==> src/rtl/sfp_pkg.sv <==
`timescale 1ns / 1ps
// ----------------------------------------------------------------------------
// sfp_pkg
// Types and constants shared by the status frame parser modules.
// ----------------------------------------------------------------------------
package sfp_pkg;

	localparam logic [7:0] HDR_BYTE  = 8'hBB;
	localparam logic [7:0] LEN_BYTE  = 8'h0B;
	localparam logic [7:0] DIR_BYTE  = 8'h05;
	localparam logic [7:0] PRES_MASK = 8'h80;

	localparam int         STORE_DEPTH   = 6;
	localparam logic [3:0] FIRST_PAYLOAD = 4'd4;
	localparam logic [3:0] CHECK_POS     = 4'd10;

	typedef enum logic [4:0] {
		ST_HEAD = 5'b00001,
		ST_ADDR = 5'b00010,
		ST_LEN  = 5'b00100,
		ST_DIR  = 5'b01000,
		ST_DATA = 5'b10000
	} parse_state_t;

	// Checked frame: raw bytes as received, pressure reduced to one masked bit
	typedef struct packed {
		logic [7:0] command;
		logic [7:0] volt_lo;
		logic [7:0] volt_hi;
		logic [7:0] curr_lo;
		logic [7:0] curr_hi;
		logic       pressure;
	} frame_rec_t;

	typedef struct packed {
		logic full;
		logic empty;
	} queue_status_t;

endpackage

==> src/rtl/sfp_front.sv <==
`timescale 1ns / 1ps
// ----------------------------------------------------------------------------
// sfp_front
// Byte-serial header hunt, payload capture and running checksum. Emits one
// frame record per frame whose checksum matches.
// ----------------------------------------------------------------------------
module sfp_front import sfp_pkg::*; (
	input  logic       clk,
	input  logic       arst_n,
	input  logic       cfg_we,
	input  logic [7:0] cfg_addr,
	input  logic       byte_valid,
	input  logic [7:0] rx_byte,
	output logic       rec_valid,
	output frame_rec_t rec
);

	parse_state_t state_q;
	logic [3:0]   pos_q;
	logic [7:0]   sum_q;
	logic [7:0]   dev_addr_q;
	logic [7:0]   payload_q [STORE_DEPTH];
	logic [2:0]   store_idx;
	logic [7:0]   sum_next;

	assign store_idx = 3'(pos_q - FIRST_PAYLOAD);
	assign sum_next  = sum_q + rx_byte;

	always_ff @(posedge clk or negedge arst_n) begin
		if (!arst_n) begin
			dev_addr_q <= 8'h00;
		end else if (cfg_we) begin
			dev_addr_q <= cfg_addr;
		end
	end

	always_ff @(posedge clk or negedge arst_n) begin
		if (!arst_n) begin
			state_q <= ST_HEAD;
			pos_q   <= 4'd0;
			sum_q   <= 8'h00;
		end else if (byte_valid) begin
			unique case (state_q)
				ST_HEAD: begin
					if (rx_byte == HDR_BYTE) begin
						sum_q   <= rx_byte;
						state_q <= ST_ADDR;
					end
				end
				ST_ADDR: begin
					if (rx_byte == dev_addr_q) begin
						sum_q   <= sum_next;
						state_q <= ST_LEN;
					end else begin
						state_q <= ST_HEAD;
					end
				end
				ST_LEN: begin
					if (rx_byte == LEN_BYTE) begin
						sum_q   <= sum_next;
						state_q <= ST_DIR;
					end else begin
						state_q <= ST_HEAD;
					end
				end
				ST_DIR: begin
					if (rx_byte == DIR_BYTE) begin
						sum_q   <= sum_next;
						pos_q   <= FIRST_PAYLOAD;
						state_q <= ST_DATA;
					end else begin
						state_q <= ST_HEAD;
					end
				end
				ST_DATA: begin
					if (pos_q < CHECK_POS) begin
						sum_q <= sum_next;
						pos_q <= pos_q + 4'd1;
					end else begin
						pos_q   <= 4'd0;
						state_q <= ST_HEAD;
					end
				end
				default: begin
					state_q <= ST_HEAD;
				end
			endcase
		end
	end

	// Payload bytes 4..9 land in the store; no reset needed
	always_ff @(posedge clk) begin
		if (byte_valid && state_q == ST_DATA && pos_q < CHECK_POS) begin
			payload_q[store_idx] <= rx_byte;
		end
	end

	assign rec_valid = byte_valid && state_q == ST_DATA && pos_q >= CHECK_POS
	                   && sum_q == rx_byte;

	always_comb begin
		rec.command  = payload_q[0];
		rec.volt_lo  = payload_q[1];
		rec.volt_hi  = payload_q[2];
		rec.curr_lo  = payload_q[3];
		rec.curr_hi  = payload_q[4];
		rec.pressure = |(payload_q[5] & PRES_MASK);
	end

endmodule

==> src/rtl/sfp_queue.sv <==
`timescale 1ns / 1ps
// ----------------------------------------------------------------------------
// sfp_queue
// Short register queue of frame records between the parser and the output.
// ----------------------------------------------------------------------------
module sfp_queue import sfp_pkg::*; #(
	parameter int DEPTH = 2
) (
	input  logic          clk,
	input  logic          arst_n,
	input  logic          wr_en,
	input  frame_rec_t    wr_data,
	input  logic          rd_en,
	output frame_rec_t    rd_data,
	output queue_status_t status
);

	localparam int PW = (DEPTH > 1) ? $clog2(DEPTH) : 1;
	localparam int CW = $clog2(DEPTH + 1);
	localparam logic [PW-1:0] LAST   = PW'(DEPTH - 1);
	localparam logic [CW-1:0] CNT_MX = CW'(DEPTH);

	frame_rec_t    entry_q [DEPTH];
	logic [PW-1:0] wr_ptr_q;
	logic [PW-1:0] rd_ptr_q;
	logic [CW-1:0] count_q;
	logic          do_wr;
	logic          do_rd;

	assign status.full  = (count_q == CNT_MX);
	assign status.empty = (count_q == '0);
	assign do_wr        = wr_en && !status.full;
	assign do_rd        = rd_en && !status.empty;
	assign rd_data      = entry_q[rd_ptr_q];

	always_ff @(posedge clk or negedge arst_n) begin
		if (!arst_n) begin
			wr_ptr_q <= '0;
			rd_ptr_q <= '0;
			count_q  <= '0;
		end else begin
			if (do_wr) begin
				wr_ptr_q <= (wr_ptr_q == LAST) ? '0 : wr_ptr_q + 1'b1;
			end
			if (do_rd) begin
				rd_ptr_q <= (rd_ptr_q == LAST) ? '0 : rd_ptr_q + 1'b1;
			end
			case ({do_wr, do_rd})
				2'b10:   count_q <= count_q + 1'b1;
				2'b01:   count_q <= count_q - 1'b1;
				default: count_q <= count_q;
			endcase
		end
	end

	always_ff @(posedge clk) begin
		if (do_wr) begin
			entry_q[wr_ptr_q] <= wr_data;
		end
	end

endmodule

==> src/rtl/sfp_back.sv <==
`timescale 1ns / 1ps
// ----------------------------------------------------------------------------
// sfp_back
// Assembles result fields from a frame record and holds them in the output
// register until the receiver pops them.
// ----------------------------------------------------------------------------
module sfp_back import sfp_pkg::*; (
	input  logic               clk,
	input  logic               arst_n,
	input  queue_status_t      q_status,
	input  frame_rec_t         q_data,
	output logic               q_pop,
	output logic               empty,
	input  logic               pop,
	output logic        [7:0]  command_echo,
	output logic        [15:0] voltage_mv,
	output logic signed [15:0] current_ma,
	output logic               pressure_flag
);

	logic               valid_q;
	logic        [7:0]  command_q;
	logic        [15:0] voltage_q;
	logic signed [15:0] current_q;
	logic               pressure_q;

	// Refill when the output register is free or is being drained
	assign q_pop = !q_status.empty && (!valid_q || pop);
	assign empty = !valid_q;

	always_ff @(posedge clk or negedge arst_n) begin
		if (!arst_n) begin
			valid_q <= 1'b0;
		end else if (q_pop) begin
			valid_q <= 1'b1;
		end else if (pop) begin
			valid_q <= 1'b0;
		end
	end

	always_ff @(posedge clk) begin
		if (q_pop) begin
			command_q  <= q_data.command;
			voltage_q  <= {q_data.volt_hi, q_data.volt_lo};
			current_q  <= signed'({q_data.curr_hi, q_data.curr_lo});
			pressure_q <= q_data.pressure;
		end
	end

	assign command_echo  = command_q;
	assign voltage_mv    = voltage_q;
	assign current_ma    = current_q;
	assign pressure_flag = pressure_q;

endmodule

==> src/rtl/status_frame_parser_unit.sv <==
`timescale 1ns / 1ps
// ----------------------------------------------------------------------------
// status_frame_parser_unit
// Hunts a received byte stream for 11-byte status replies and reports the
// fields of each reply whose checksum matches.
// ----------------------------------------------------------------------------
// Input: one byte per transaction, taken when push is high and full is low.
// One byte can be taken every cycle while full is low; full rises only while
// the record queue between parser and output holds QUEUE_DEPTH frames not yet drained.
// Output: while empty is low the oldest result is on command_echo,
// voltage_mv, current_ma and pressure_flag; pop takes it. The edge that takes
// the checksum byte of a frame enqueues its record, which then moves into the
// output register once that register is free or is being popped. Frames
// with a bad checksum or a bad header byte produce nothing.
// Configuration: the device address is written through cfg_valid and
// device_address; cfg_ready is always high. Write it only while idle.
// Reset: arst_n clears the parser to header hunting, empties the queue and
// the output register, and sets the device address to zero.
// Stall: while pop stays low the output holds and the queue fills; once it
// is full, full holds off new bytes.
// ----------------------------------------------------------------------------
module status_frame_parser_unit import sfp_pkg::*; #(
	parameter int QUEUE_DEPTH = 2
) (
	input  logic               clk,
	input  logic               arst_n,
	input  logic               cfg_valid,
	output logic               cfg_ready,
	input  logic        [7:0]  device_address,
	input  logic               push,
	output logic               full,
	input  logic        [7:0]  rx_byte,
	output logic               empty,
	input  logic               pop,
	output logic        [7:0]  command_echo,
	output logic        [15:0] voltage_mv,
	output logic signed [15:0] current_ma,
	output logic               pressure_flag
);

	logic          byte_take;
	logic          rec_valid;
	frame_rec_t    rec;
	frame_rec_t    q_data;
	queue_status_t q_status;
	logic          q_pop;

	assign cfg_ready = 1'b1;
	assign full      = q_status.full;
	assign byte_take = push && !full;

	sfp_front u_front (
		.clk        (clk),
		.arst_n     (arst_n),
		.cfg_we     (cfg_valid),
		.cfg_addr   (device_address),
		.byte_valid (byte_take),
		.rx_byte    (rx_byte),
		.rec_valid  (rec_valid),
		.rec        (rec)
	);

	sfp_queue #(
		.DEPTH (QUEUE_DEPTH)
	) u_queue (
		.clk     (clk),
		.arst_n  (arst_n),
		.wr_en   (rec_valid),
		.wr_data (rec),
		.rd_en   (q_pop),
		.rd_data (q_data),
		.status  (q_status)
	);

	sfp_back u_back (
		.clk           (clk),
		.arst_n        (arst_n),
		.q_status      (q_status),
		.q_data        (q_data),
		.q_pop         (q_pop),
		.empty         (empty),
		.pop           (pop),
		.command_echo  (command_echo),
		.voltage_mv    (voltage_mv),
		.current_ma    (current_ma),
		.pressure_flag (pressure_flag)
	);

	// A good frame record is only produced for a taken byte, never into a full queue
	a_rec_has_room: assert property (@(posedge clk) disable iff (!arst_n)
		rec_valid |-> (byte_take && !q_status.full))
		else $error("frame record produced without queue room");

	// A queued record reaches an idle output register on the next edge
	a_refill: assert property (@(posedge clk) disable iff (!arst_n)
		(!q_status.empty && empty) |=> !empty)
		else $error("output register not refilled from queue");

	// Output register is drained only by a pop
	a_no_drop: assert property (@(posedge clk) disable iff (!arst_n)
		(!empty && !pop) |=> !empty)
		else $error("result lost without pop");

	// The queue is never drained while the output register is occupied and held
	a_hold_queue: assert property (@(posedge clk) disable iff (!arst_n)
		(!empty && !pop) |-> !q_pop)
		else $error("queue read while output stalled");

endmodule
==> config.mk <==
export PLATFORM = sky130hd
export DESIGN_NAME = status_frame_parser_unit
export DESIGN_NICKNAME = d
export VERILOG_FILES = /design/src/rtl/sfp_pkg.sv /design/src/rtl/sfp_front.sv /design/src/rtl/sfp_queue.sv /design/src/rtl/sfp_back.sv /design/src/rtl/status_frame_parser_unit.sv
export SDC_FILE = /design/constraint.sdc
export NUM_CORES = 1
export LEC_CHECK = 0
export BUFFER_PORTS_ARGS = -buffer_cell sky130_fd_sc_hd__buf_2
export CAP_MARGIN = 10
export CORE_MARGIN = 4
export CORE_UTILIZATION = 33
export DETAILED_ROUTE_END_ITERATION = 8
export RECOVER_POWER = 50
export SLEW_MARGIN = 25
export SYNTH_ARGS = -nofsm -noshare
export SYNTH_HDL_FRONTEND = slang
export SYNTH_SLANG_ARGS = --single-unit
==> constraint.sdc <==
create_clock -name clk -period 9.11 [get_ports clk]
set_input_delay 0.4555 -clock clk [delete_from_list [all_inputs] [get_ports clk]]
set_output_delay 0.4555 -clock clk [all_outputs]
set_load 0.05 [all_outputs]
==> results.sh <==
export IMPL_wirelength_um=14000
export IMPL_post_cts_setup_buffers=0
export IMPL_fin_crit_sh_pct=34.9
export IMPL_max_slew_margin_pct=-51.3
export IMPL_path_cells="clkbuf_1 -> ha_1 -> nor4_1 -> nand2_1 -> or4_1 -> nor2_4 -> buf_16"
export IMPL_synth_fp_nets=467
export IMPL_period_minus_slack_ps=3180
export IMPL_rows=55
export IMPL_grt_pass1_wl_um=22500
export IMPL_crit_slowest_cell="or4_1"
export IMPL_final_nets=543
export IMPL_worstHoldPathCells=2
export IMPL_worst_r2r_path_depth=6
export IMPL_cts_hold_buf=0
export IMPL_tritoncts="built"
export IMPL_power_density_nw_per_um2=293
export IMPL_violations="max-capacitance violations, max-slew violations"
export IMPL_coreArea_um2=22600
export IMPL_fill_cells=2087
export IMPL_crit_type="input pin to register"
export IMPL_rr_startpoint="u_queue.count_q[0]"
export IMPL_ys_types=58
export IMPL_status="finished, violations left"
export IMPL_num_vias=3796
export IMPL_dp_hpwl_um=9750
export IMPL_clock_fmax_mhz=314
export IMPL_clk_path_buf_depth=2
export IMPL_clockPowerShare_pct=28.6
export IMPL_async_flop_share_pct=15.5
export IMPL_clk_pin_slew_worst_paths_ps=70
export IMPL_drt_wirelength_per_cell_um=17.3
export IMPL_busiest_layer="met2"
export IMPL_p_switching_mw=0.878
export IMPL_cp_start_kind="input pin"
export IMPL_fp_dieW_um=159
export IMPL_yosys_warnings=0
export IMPL_grtUsageMet1_pct=14.0
export IMPL_hold_viol=0
export IMPL_combPwrFrac_pct=26.8
export IMPL_cts_sink_count=194
export IMPL_port_buffers=63
export IMPL_rrSetupSlack_ps=5990
export IMPL_vias_per_cell=4.69
export IMPL_worstPathMaxFanout=21
export IMPL_antenna_left=0
export IMPL_fin_skew_ps=10.6
export IMPL_grt_pass1_vias=4029
export IMPL_internal_power_mw=1.71
export IMPL_clock_latency_ps=420
export IMPL_irDropWorstVdd_mv=0.145
export IMPL_grt_overflow=0
export IMPL_cts_root_buf="clkbuf_16"
export IMPL_n_antenna_cell=0
export IMPL_ys_seq_area_share_pct=75.1
export IMPL_areaGrowthSynthToFinish_pct=16.7
export IMPL_avgSynthCellArea_um2=17.4
export IMPL_leakage_nw=3.07
export IMPL_switching_share_pct=34.0
export IMPL_min_from="pop"
export IMPL_synth_edff_count=164
export IMPL_grt_usage_pct=11.4
export IMPL_start_util_pct=33.5
export IMPL_p_seq_share_pct=44.5
export IMPL_synth_ff_type="edfxtp_1"
export IMPL_layout_drive_gt1_share_pct=24.4
export IMPL_ys_ff_latch=194
export IMPL_end_kind="register"
export IMPL_timing_max_transition_violations_final=75
export IMPL_setup_violations=0
export IMPL_grt_max_degree=44
export IMPL_initialDrtViolationCount=234
export IMPL_critPathArrivalTime_ps=3310
export IMPL_cap_viol_max_count=2
export IMPL_ios=65
export IMPL_rr_endpoint="u_queue.count_q[1]"
export IMPL_gr_usage_met3_pct=2.82
export IMPL_final_cell_count_no_fill=809
export IMPL_required_ps=9240
export IMPL_firstDrtPassIters=4
export IMPL_cts_made_buffers=17
export IMPL_die_area_um2=25400
export IMPL_place_congestion=0.786
export IMPL_drc=0
export IMPL_cts_htree_levels=4
export IMPL_met2_usage_pct=19.7
export IMPL_final_setup_tns_ps=0
export IMPL_die_y_um=159
export IMPL_dp_cells=777
export IMPL_hold_class="input pin to register"
export IMPL_cts_resized=0
export IMPL_worstMarginPinSlew_ps=2270
export IMPL_grt_setup_unrepaired="false"
export IMPL_holdPathEnd="u_back.valid_q"
export IMPL_critPathMaxStageDelay_ps=700
export IMPL_syn_cell_area_um2=7560
export IMPL_antenna_found_initial=0
export IMPL_syn_instance_count=435
[logic make-up after synthesis]
group | count (synthesis) | share of synthesized area [%]
other | 1 | 0.0496
AO/OA/AOI/OAI | 47 | 4.14
XOR/XNOR | 17 | 2.07
flip-flops | 194 | 75.1
adder cells (fa/ha/maj) | 11 | 1.92
AND/OR/NAND/NOR | 78 | 6.06
multiplexers | 58 | 8.97
buffers and inverters | 29 | 1.72
[sequential cells by signal, indices dropped and copies added, names as in the netlist, 2 cells and up]
signal and flops:
u_front.state_q 5, u_front.sum_q 8, u_front.pos_q 4, u_back.voltage_mv 16, u_back.command_echo 8, u_back.current_ma 16
u_front.payload_q 41, u_front.dev_addr_q 8, u_queue.entry_q 82, u_queue.count_q 2
[stage by stage]
stage	worst slack, ps	utilization, %	instance area [µm²]	hold WS (ps)	power (mW)
6_report	5930	39.1	8830	241	2.58
5_1_grt	5630	39.1	8830	238	2.71
4_1_cts	5980	39.4	8890	102	2.63
3_5_place_dp	5680	36.7	8290	432	1.88
3_3_place_gp	5570	36.5	8230	423	1.87
2_1_floorplan	5150	-	7560	160	1.73
[cell usage in the layout (no fill, tap or decap), drive strengths merged, types with 11 or more instances in the layout]
master	Yosys	final
buf	5	24
xor2	13	13
edfxtp	164	164
dfrtp	29	29
mux2	57	57
nand2	20	20
clkbuf	9	64
nor2	11	11
inv	15	24
o21ai	13	13
[cell type report]
type | count | area (µm²) | share of cell area [%]
flip-flops and latches | 194 | 5680 | 64.3
well taps | 285 | 357 | 4.04
clock inverters | 15 | 176 | 2.00
multi-input cells | 212 | 1780 | 20.2
repair buffers | 71 | 354 | 4.01
clock buffers | 17 | 425 | 4.82
inverters | 15 | 56.3 | 0.638
[worst max-delay path: cells and delay by family]
kind          cells  cell delay (ps)
simple gates      4             1710
buf+inv           2              730
fa+ha+maj         1              400
[power by group through the flow]
stage,logic [mW],clock network [mW],registers (mW)
2_1_floorplan,0.353,0,1.38
3_3_place_gp,0.706,0,1.16
3_5_place_dp,0.718,0,1.17
4_1_cts,0.722,0.761,1.15
5_1_grt,0.748,0.801,1.16
6_report,0.693,0.740,1.15
[how the worst max path moves through the flow]
stage / startpoint / end / slack (ps) / cells after the start
2_1_floorplan: rx_byte[2] / u_queue.entry_q[0][0] / 5150 / 6
3_3_place_gp: rx_byte[5] / u_queue.entry_q[0][3] / 5570 / 6
3_5_place_dp: rx_byte[5] / u_queue.entry_q[0][3] / 5680 / 7
4_1_cts: u_front.sum_q[5] / u_queue.entry_q[0][37] / 5980 / 6
5_1_grt: u_queue.count_q[0] / u_queue.count_q[1] / 5630 / 6
6_report: rx_byte[4] / u_queue.entry_q[0][16] / 5930 / 7
[per-layer routing]
| layer | routed length [µm] | share of wire [%] | vias to the layer above |
|---|---|---|---|
| li1 | - | - | 1819 |
| met1 | 5920 | 42 | 1874 |
| met2 | 7320 | 52 | 91 |
| met3 | 588 | 4.2 | 12 |
| met4 | 143 | 1.0 | 0 |
| met5 | 0 | 0 | - |
[cell usage after synthesis, types with 2 or more instances]
cell type / count / area (µm²)
mux2_2: 50 / 563
nor4_2: 2 / 25.0
a21o_1: 5 / 37.5
nor3_1: 7 / 35.0
o21ai_1: 3 / 15.0
mux2_4: 7 / 105
buf_6: 2 / 22.5
clkbuf_1: 9 / 33.8
o21ai_0: 10 / 50.1
or3_1: 4 / 25.0
nor4_1: 6 / 37.5
buf_2: 2 / 10.0
inv_1: 15 / 56.3
nor2_1: 11 / 41.3
nand2_1: 20 / 75.1
a211oi_1: 3 / 22.5
o311ai_0: 2 / 17.5
or2_2: 4 / 25.0
ha_1: 10 / 125
dfrtp_1: 29 / 726
nand2b_1: 5 / 31.3
nand3_1: 3 / 15.0
a21oi_1: 9 / 45.0
a221oi_1: 2 / 17.5
o31ai_1: 4 / 30.0
nor2b_1: 2 / 12.5
xnor2_1: 3 / 26.3
edfxtp_1: 164 / 4920
xor2_1: 13 / 114
(Power assumes the default switching activity.)
